### src/ilp_pkg.sv
// Package for the integer literal parser: parse phases, status codes,
// character constants and the digit decode type. No dependencies.
package ilp_pkg;

	// Default width of the digit accumulator.
	localparam int VALUE_WIDTH_DEF = 32;

	// Width of the result value and of one character.
	localparam int RESULT_WIDTH = 32;
	localparam int CHAR_WIDTH   = 8;

	// Characters that steer the parse.
	localparam logic [7:0] CHAR_MINUS   = 8'h2D;
	localparam logic [7:0] CHAR_ZERO    = 8'h30;
	localparam logic [7:0] CHAR_ONE     = 8'h31;
	localparam logic [7:0] CHAR_SEVEN   = 8'h37;
	localparam logic [7:0] CHAR_NINE    = 8'h39;
	localparam logic [7:0] CHAR_LOWER_A = 8'h61;
	localparam logic [7:0] CHAR_LOWER_F = 8'h66;
	localparam logic [7:0] CHAR_UPPER_A = 8'h41;
	localparam logic [7:0] CHAR_UPPER_F = 8'h46;
	localparam logic [7:0] CHAR_LOWER_X = 8'h78;

	// Where the parser stands within the current word.
	typedef enum logic [2:0] {
		PH_START = 3'd0,
		PH_SIGN  = 3'd1,
		PH_ZERO  = 3'd2,
		PH_DEC   = 3'd3,
		PH_OCT   = 3'd4,
		PH_HEX   = 3'd5
	} phase_t;

	// Result status codes.
	typedef enum logic [1:0] {
		ST_OK          = 2'd0,
		ST_BAD_DIGIT   = 2'd1,
		ST_NOT_NUMERIC = 2'd2
	} status_t;

	// Number base that a digit is decoded in.
	typedef enum logic [1:0] {
		BASE_DEC = 2'd0,
		BASE_OCT = 2'd1,
		BASE_HEX = 2'd2
	} base_t;

	// Decoded digit: ok is low when the character is no digit of the base.
	typedef struct packed {
		logic       ok;
		logic [3:0] value;
	} digit_t;

endpackage

### src/ilp_char_if.sv
// Character channel of the integer literal parser: one character per transaction.
// Depends on ilp_pkg for the character width.
interface ilp_char_if;
	logic                           valid;
	logic                           ready;
	logic [ilp_pkg::CHAR_WIDTH-1:0] char_code;
	logic                           last_char;

	modport source (output valid, output char_code, output last_char, input ready);
	modport sink   (input valid, input char_code, input last_char, output ready);
endinterface

### src/ilp_result_if.sv
// Result channel of the integer literal parser: one parsed word per transaction.
// Depends on ilp_pkg for the result width.
interface ilp_result_if;
	logic                                    valid;
	logic                                    ready;
	logic signed [ilp_pkg::RESULT_WIDTH-1:0] value;
	logic [1:0]                              status;

	modport source (output valid, output value, output status, input ready);
	modport sink   (input valid, input value, input status, output ready);
endinterface

### src/ilp_digit.sv
// Digit decoder: maps one character to its digit value in the selected base.
// Depends on ilp_pkg for the base, digit type and character constants.
module ilp_digit (
	input  logic [ilp_pkg::CHAR_WIDTH-1:0] char_code,
	input  ilp_pkg::base_t                 base,
	output ilp_pkg::digit_t                digit
);

	logic       is_dec;
	logic       is_oct;
	logic       is_lower;
	logic       is_upper;
	logic [7:0] off_dec;
	logic [7:0] off_lower;
	logic [7:0] off_upper;

	// Character class compares.
	assign is_dec   = (char_code >= ilp_pkg::CHAR_ZERO) && (char_code <= ilp_pkg::CHAR_NINE);
	assign is_oct   = (char_code >= ilp_pkg::CHAR_ZERO) && (char_code <= ilp_pkg::CHAR_SEVEN);
	assign is_lower = (char_code >= ilp_pkg::CHAR_LOWER_A) &&
	                  (char_code <= ilp_pkg::CHAR_LOWER_F);
	assign is_upper = (char_code >= ilp_pkg::CHAR_UPPER_A) &&
	                  (char_code <= ilp_pkg::CHAR_UPPER_F);

	assign off_dec   = char_code - ilp_pkg::CHAR_ZERO;
	assign off_lower = char_code - ilp_pkg::CHAR_LOWER_A + 8'd10;
	assign off_upper = char_code - ilp_pkg::CHAR_UPPER_A + 8'd10;

	// Select the digit value and its validity for the base.
	always_comb begin
		digit.ok    = 1'b0;
		digit.value = off_dec[3:0];
		case (base)
			ilp_pkg::BASE_DEC: begin
				digit.ok = is_dec;
			end
			ilp_pkg::BASE_OCT: begin
				digit.ok = is_oct;
			end
			ilp_pkg::BASE_HEX: begin
				if (is_dec) begin
					digit.ok = 1'b1;
				end else if (is_lower) begin
					digit.ok    = 1'b1;
					digit.value = off_lower[3:0];
				end else if (is_upper) begin
					digit.ok    = 1'b1;
					digit.value = off_upper[3:0];
				end
			end
			default: begin
				digit.ok = 1'b0;
			end
		endcase
	end

endmodule

### src/integer_literal_parser.sv
// Integer literal parser: decimal, octal and hexadecimal words to signed integers.
// Results pass the input register, then the result register. Throughput: one character per
// cycle unless a word end holds; a new word may start in the cycle after its predecessor.
// Characters that do not end a word keep flowing while a result waits; a word end holds in the
// input register until the result slot frees. Reset clears all valid bits and the word state.
// Depends on ilp_pkg, ilp_char_if, ilp_result_if and ilp_digit.
module integer_literal_parser #(
	parameter int VALUE_WIDTH = ilp_pkg::VALUE_WIDTH_DEF
) (
	input  logic           clk,
	input  logic           arst_n,
	ilp_char_if.sink       chars,
	ilp_result_if.source   results
);

	localparam int EXT_WIDTH = 64;

	// Input stage registers.
	logic                           valid_s1;
	logic [ilp_pkg::CHAR_WIDTH-1:0] char_s1;
	logic                           last_s1;

	// Per-word state.
	ilp_pkg::phase_t        phase_q, phase_d;
	ilp_pkg::status_t       error_q, error_d;
	logic                   neg_q, neg_d;
	logic [VALUE_WIDTH-1:0] acc_q, acc_d;

	// Result stage registers.
	logic                                    valid_s2;
	logic signed [ilp_pkg::RESULT_WIDTH-1:0] value_s2;
	ilp_pkg::status_t                        status_s2;

	logic                   advance;
	ilp_pkg::base_t         base;
	ilp_pkg::digit_t        digit;
	logic                   feed;
	logic [VALUE_WIDTH-1:0] acc_fed;
	logic [VALUE_WIDTH-1:0] signed_acc;
	logic [EXT_WIDTH-1:0]   ext_acc;

	// The input stage moves on unless it holds a word end and the result slot is blocked.
	assign advance      = valid_s1 && (!last_s1 || !valid_s2 || results.ready);
	assign chars.ready  = !valid_s1 || advance;

	always_ff @(posedge clk or negedge arst_n) begin
		if (!arst_n) begin
			valid_s1 <= 1'b0;
		end else if (chars.ready) begin
			valid_s1 <= chars.valid;
		end
	end

	always_ff @(posedge clk) begin
		if (chars.ready && chars.valid) begin
			char_s1 <= chars.char_code;
			last_s1 <= chars.last_char;
		end
	end

	// Base of the digit that the current phase would accumulate.
	always_comb begin
		case (phase_q)
			ilp_pkg::PH_ZERO, ilp_pkg::PH_OCT: base = ilp_pkg::BASE_OCT;
			ilp_pkg::PH_HEX:                   base = ilp_pkg::BASE_HEX;
			default:                           base = ilp_pkg::BASE_DEC;
		endcase
	end

	ilp_digit u_digit (
		.char_code (char_s1),
		.base      (base),
		.digit     (digit)
	);

	// Multiply by the base with shifts and add the digit.
	always_comb begin
		case (base)
			ilp_pkg::BASE_OCT: acc_fed = (acc_q << 3) + VALUE_WIDTH'(digit.value);
			ilp_pkg::BASE_HEX: acc_fed = (acc_q << 4) + VALUE_WIDTH'(digit.value);
			default:           acc_fed = (acc_q << 3) + (acc_q << 1) + VALUE_WIDTH'(digit.value);
		endcase
	end

	// Next phase, sign and error for the character in the input stage.
	always_comb begin
		phase_d = phase_q;
		error_d = error_q;
		neg_d   = neg_q;
		feed    = 1'b0;
		if (error_q == ilp_pkg::ST_OK) begin
			case (phase_q)
				ilp_pkg::PH_START: begin
					if (char_s1 == ilp_pkg::CHAR_MINUS) begin
						neg_d   = 1'b1;
						phase_d = ilp_pkg::PH_SIGN;
					end else if (char_s1 == ilp_pkg::CHAR_ZERO) begin
						phase_d = ilp_pkg::PH_ZERO;
					end else if ((char_s1 >= ilp_pkg::CHAR_ONE) &&
					             (char_s1 <= ilp_pkg::CHAR_NINE)) begin
						phase_d = ilp_pkg::PH_DEC;
						feed    = 1'b1;
					end else begin
						error_d = ilp_pkg::ST_NOT_NUMERIC;
					end
				end
				ilp_pkg::PH_SIGN: begin
					if (char_s1 == ilp_pkg::CHAR_ZERO) begin
						phase_d = ilp_pkg::PH_ZERO;
					end else begin
						phase_d = ilp_pkg::PH_DEC;
						feed    = 1'b1;
					end
				end
				ilp_pkg::PH_ZERO: begin
					if (char_s1 == ilp_pkg::CHAR_LOWER_X) begin
						phase_d = ilp_pkg::PH_HEX;
					end else begin
						phase_d = ilp_pkg::PH_OCT;
						feed    = 1'b1;
					end
				end
				ilp_pkg::PH_DEC, ilp_pkg::PH_OCT, ilp_pkg::PH_HEX: begin
					feed = 1'b1;
				end
				default: begin
					error_d = ilp_pkg::ST_BAD_DIGIT;
				end
			endcase
			if (feed && !digit.ok) begin
				error_d = ilp_pkg::ST_BAD_DIGIT;
			end
		end
	end

	assign acc_d = (feed && digit.ok) ? acc_fed : acc_q;

	// Word state register; a word end returns everything to start of word.
	always_ff @(posedge clk or negedge arst_n) begin
		if (!arst_n) begin
			phase_q <= ilp_pkg::PH_START;
			error_q <= ilp_pkg::ST_OK;
			neg_q   <= 1'b0;
			acc_q   <= '0;
		end else if (advance) begin
			if (last_s1) begin
				phase_q <= ilp_pkg::PH_START;
				error_q <= ilp_pkg::ST_OK;
				neg_q   <= 1'b0;
				acc_q   <= '0;
			end else begin
				phase_q <= phase_d;
				error_q <= error_d;
				neg_q   <= neg_d;
				acc_q   <= acc_d;
			end
		end
	end

	// Apply the sign and sign-extend the accumulator to EXT_WIDTH bits.
	assign signed_acc = neg_d ? (VALUE_WIDTH'(0) - acc_d) : acc_d;
	assign ext_acc    = EXT_WIDTH'(signed'(signed_acc));

	// Result register.
	always_ff @(posedge clk or negedge arst_n) begin
		if (!arst_n) begin
			valid_s2 <= 1'b0;
		end else if (advance && last_s1) begin
			valid_s2 <= 1'b1;
		end else if (results.ready) begin
			valid_s2 <= 1'b0;
		end
	end

	always_ff @(posedge clk) begin
		if (advance && last_s1) begin
			status_s2 <= error_d;
			if (error_d == ilp_pkg::ST_OK) begin
				value_s2 <= signed'(ext_acc[ilp_pkg::RESULT_WIDTH-1:0]);
			end else begin
				value_s2 <= '0;
			end
		end
	end

	assign results.valid  = valid_s2;
	assign results.value  = value_s2;
	assign results.status = status_s2;

endmodule
### src/flat_wrapper.sv
// flat-port wrapper written by rule: the top's interface ports become plain ports
module integer_literal_parser_flat 
#(
	parameter int VALUE_WIDTH = ilp_pkg::VALUE_WIDTH_DEF
)
  (clk, arst_n, chars_valid, chars_char_code, chars_last_char, chars_ready, results_valid, results_value, results_status, results_ready);
  ilp_char_if chars_i ();
  ilp_result_if results_i ();
  input  logic clk;
  input  logic arst_n;
  input wire logic [$bits(chars_i.valid)-1:0] chars_valid;
  input wire logic [$bits(chars_i.char_code)-1:0] chars_char_code;
  input wire logic [$bits(chars_i.last_char)-1:0] chars_last_char;
  output wire logic [$bits(chars_i.ready)-1:0] chars_ready;
  output wire logic [$bits(results_i.valid)-1:0] results_valid;
  output wire logic [$bits(results_i.value)-1:0] results_value;
  output wire logic [$bits(results_i.status)-1:0] results_status;
  input wire logic [$bits(results_i.ready)-1:0] results_ready;
  assign chars_i.valid = chars_valid;
  assign chars_i.char_code = chars_char_code;
  assign chars_i.last_char = chars_last_char;
  assign chars_ready = chars_i.ready;
  assign results_valid = results_i.valid;
  assign results_value = results_i.value;
  assign results_status = results_i.status;
  assign results_i.ready = results_ready;
  integer_literal_parser #(.VALUE_WIDTH(VALUE_WIDTH)) u_core (.clk(clk), .arst_n(arst_n), .chars(chars_i), .results(results_i));
endmodule
### config.mk
export PLATFORM = sky130hd
export DESIGN_NAME = integer_literal_parser_flat
export DESIGN_NICKNAME = d
export VERILOG_FILES = /design/src/ilp_pkg.sv /design/src/ilp_char_if.sv /design/src/ilp_result_if.sv /design/src/ilp_digit.sv /design/src/integer_literal_parser.sv /design/src/flat_wrapper.sv
export SDC_FILE = /design/constraint.sdc
export NUM_CORES = 1
export LEC_CHECK = 0
export ABC_CLOCK_PERIOD_IN_PS = 7500
export BUFFER_PORTS_ARGS = -buffer_cell sky130_fd_sc_hd__buf_2
export CAP_MARGIN = 20
export CELL_PAD_IN_SITES_DETAIL_PLACEMENT = 1
export CELL_PAD_IN_SITES_GLOBAL_PLACEMENT = 1
export CORE_ASPECT_RATIO = 1.25
export CORE_MARGIN = 2
export CORE_UTILIZATION = 48
export DETAILED_ROUTE_END_ITERATION = 8
export GPL_TIMING_DRIVEN = 0
export PLACE_DENSITY = 0.94
export SLEW_MARGIN = 20
export SYNTH_ARGS = -nofsm -noshare
export SYNTH_HDL_FRONTEND = slang
export SYNTH_SLANG_ARGS = --single-unit
### constraint.sdc
create_clock -name clk -period 7.5 [get_ports clk]
set_clock_uncertainty 0.15 [all_clocks]
set_input_delay 0.375 -clock clk [delete_from_list [all_inputs] [get_ports clk]]
set_output_delay 0.375 -clock clk [all_outputs]
set_load 0.02 [all_outputs]
==> results.sh <==
export IMPL_hold_class="in2async"
export IMPL_startpoint_type="flip-flop"
export IMPL_synth_top_area_frac=0.1536
export IMPL_core_area_um2=17300
export IMPL_status="completed"
export IMPL_max_vdd_ir_drop_mv=0.2265
export IMPL_path_class="reg2reg"
export IMPL_clkSlewWorstSetupHoldPaths_ps=70
export IMPL_yosysWarningCount=0
export IMPL_h_tree_depth=3
export IMPL_synth_edf_count=43
export IMPL_chipWidth_um=122.4
export IMPL_leakage_nw=3.757
export IMPL_synth_nets=1102
export IMPL_drc=0
export IMPL_clk_latency_ps=360
export IMPL_worstMarginPinSlew_ps=1063
export IMPL_dr_first_iter_drc_count=693
export IMPL_async_flop_share=0.4819
export IMPL_finalCriticalPeriod_ps=7065
export IMPL_io_buffers=48
export IMPL_antenna_found_initial=0
export IMPL_min_period_over_period=0.9419
export IMPL_hpwlAfterDp_um=23990
export IMPL_synth_seq_area_share=0.2727
export IMPL_yosys_register_bits=83
export IMPL_start_util=0.4859
export IMPL_drive_gt1_frac=0.1081
export IMPL_cts_made_buffers=9
export IMPL_max_freq_ghz=0.1416
export IMPL_die_h_um=151.9
export IMPL_r2r_end="u_core.results.value[20]$_SDFFCE_PP0P_"
export IMPL_synth_distinct_cells=99
export IMPL_nets=1161
export IMPL_pwr_density_cell_nw_per_um2=214.0
export IMPL_cp_max_fo=8
export IMPL_cts_root_buffer="clkbuf_16"
export IMPL_yosysTopAreaCell="edfxtp_1"
export IMPL_critPathLaunch="u_core.phase_q[0]$_DFFE_PN0P_"
export IMPL_syn_instance_count=1018
export IMPL_cts_buffer_depth=2
export IMPL_syn_area_um2=8404
export IMPL_wl_per_cell_um=24.70
export IMPL_area_growth_syn_to_layout_pct=9.781
export IMPL_slew_headroom=0.2880
export IMPL_drt_pass1_iterations=5
export IMPL_num_antenna_cells=0
export IMPL_r2r_cells=27
export IMPL_endpoint="u_core.results.value[20]$_SDFFCE_PP0P_"
export IMPL_synth_area_leaders="edfxtp_1, dfrtp_1, ha_1"
export IMPL_grt_first_pass_wirelength_um=51090
export IMPL_utilization=0.5334
export IMPL_vias=9117
export IMPL_hold_viol_final=0
export IMPL_dieArea_um2=18590
export IMPL_timing_rr_start="u_core.phase_q[0]$_DFFE_PN0P_"
export IMPL_rows=54
export IMPL_tns_ps=0
export IMPL_arrival_ps=7050
export IMPL_slew_violations=0
export IMPL_regToRegSetupSlack_ps=440
export IMPL_synth_top_flop_cell="edfxtp_1"
export IMPL_wirelength_um=32260
export IMPL_antenna_left=0
export IMPL_grt_overflow=0
export IMPL_grt_max_degree=41
export IMPL_via_per_inst=6.981
export IMPL_grt_setup_unrepaired="no"
export IMPL_syn_area_per_cell_um2=8.256
export IMPL_grt_pass1_vias=9642
export IMPL_cp_required_ps=7480
export IMPL_gp_congestion=0.9470
export IMPL_cts_tree="built"
export IMPL_ios=49
export IMPL_maxCapViolCount=0
export IMPL_setup_viol=0
export IMPL_grt_usage=0.3543
export IMPL_cts_setup_buffers=0
export IMPL_end_kind="flip-flop"
export IMPL_clock_sinks=83
==> worst max-delay path: stages, from the launching register on <==
cell and delay (ps):
dfrtp_1 330, clkbuf_1 320, inv_1 190, or2_2 360
inv_1 100, ha_1 140, buf_2 180, nor2b_1 210
nand3_1 180, nor3_1 340, nand2_1 120, xnor2_1 130
ha_1 280, ha_1 190, inv_1 60, fa_1 380
nand2b_1 200, a21boi_1 370, o21ai_0 230, and4_1 260
nor4_1 580, nand4b_1 290, a211oi_2 340, and2_1 180
buf_4 150, a21oi_1 90, xor2_1 180, nor2_2 320
==> metrics by stage <==
step	area [µm²]	std cells	setup slack (ps)	power, W	hold WS [ps]
2_1_floorplan	8404	1018	1995	0.001162	-70.59
3_3_place_gp	8925	1290	1058	0.001422	339.9
5_1_grt	9226	1306	149.8	0.002055	39.92
3_5_place_dp	8925	1290	691.4	0.001467	361.9
4_1_cts	9224	1306	491.1	0.001941	42.54
6_report	9226	1306	435.4	0.001975	41.94
==> layer usage <==
layer | wire (µm) | track usage | share of wire
met5 | 0 | 0 | 0
met4 | 3035 | 0.2791 | 0.094
met3 | 1880 | 0.07620 | 0.058
met2 | 16090 | 0.5995 | 0.50
met1 | 11250 | 0.3737 | 0.35
==> cells in the mapped netlist, drive strengths merged (9+ instances only) <==
master  instances
nor2          101
nand2          98
a21oi          71
o21ai          70
ha             69
clkbuf         48
edfxtp         43
dfrtp          40
nor3           34
nand3          29
inv            28
xor2           28
xnor2          25
buf            24
nor4           19
a31oi          18
nand4          18
a21o           12
a221oi         12
a22o           11
nand2b         11
and2           10
and4           10
or3            10
a211oi          9
o211ai          9
==> registers in the layout, summed over array words and instances (netlist names) <==
| signal | cells |
|---|---|
| u_core.neg_q | 1 |
| u_core.acc_q | 32 |
| u_core.results.value | 32 |
| u_core.error_q | 2 |
| u_core.valid_s1 | 1 |
| u_core.phase_q | 3 |
| u_core.last_s1 | 1 |
| u_core.results.status | 2 |
| u_core.char_s1 | 8 |
| u_core.results.valid | 1 |
==> report_power, final <==
| group | internal (W) | switching (W) |
|---|---|---|
| registers | 0.000514 | 0.0000273 |
| logic | 0.000278 | 0.000686 |
| clock network | 0.000275 | 0.000194 |
| total | 0.00107 | 0.000907 |
==> final cells by class <==
class,count,area (µm²)
plain buffers,72,336.6
clock buffers,13,260.3
clock inverters,3,38.79
fillers,2127,8070
inverters,29,108.9
multi-input cells,834,5669
flip-flops and latches,83,2292
well taps,224,280.3
repair buffers,48,240.2
==> kinds of logic (layout without fill, tap and decap cells) <==
logic type                 count (synthesis)  after routing  share of synthesized area
AOI/OAI and AO/OA                        313            313                     0.2629
buffers and inverters                    101            165                    0.05300
DFF                                       83             83                     0.2727
xor gates and xnor gates                  53             53                    0.05523
muxes                                      8              8                   0.009677
and+or+nand+nor                          389            389                     0.2389
adders and majority gates                 71             71                     0.1075
==> how the worst min path moves through the flow <==
| stage | start | endpoint | slack, ps |
|---|---|---|---|
| after detailed placement | u_core.acc_q[31]$_DFFE_PN0P_ | u_core.acc_q[31]$_DFFE_PN0P_ | 360 |
| final | arst_n | u_core.acc_q[21]$_DFFE_PN0P_ | 40 |
| after global placement | u_core.acc_q[31]$_DFFE_PN0P_ | u_core.acc_q[31]$_DFFE_PN0P_ | 340 |
| after floorplan | arst_n | u_core.acc_q[0]$_DFFE_PN0P_ | -70 |
| after CTS | chars_char_code[1] | u_core.char_s1[1]$_DFFE_PP_ | 40 |
| after global routing | chars_char_code[6] | u_core.char_s1[6]$_DFFE_PP_ | 40 |
==> repair_timing <==
action / CTS / global route
setup endpoints to repair: 0 / 1
hold buffers: 0 / 0
resized for setup: 0 / 2
==> cells in the final DEF (no fill, tap or decap), types with 9 or more instances in the layout <==
cell type,n
clkbuf_16,9
and2_1,9
nand2b_1,11
nor4_1,18
dfrtp_1,40
xnor2_1,25
a21oi_1,71
a22o_1,11
and4_1,9
ha_1,69
or3_1,10
edfxtp_1,43
nand4_1,18
a31oi_1,18
nand2_1,98
a21o_1,12
inv_1,27
a221oi_1,10
buf_2,63
nor3_1,33
xor2_1,28
clkbuf_1,48
o21ai_0,65
nor2_1,98
o211ai_1,9
nand3_1,28
No activity file was read; power rests on OpenSTA's default activity.
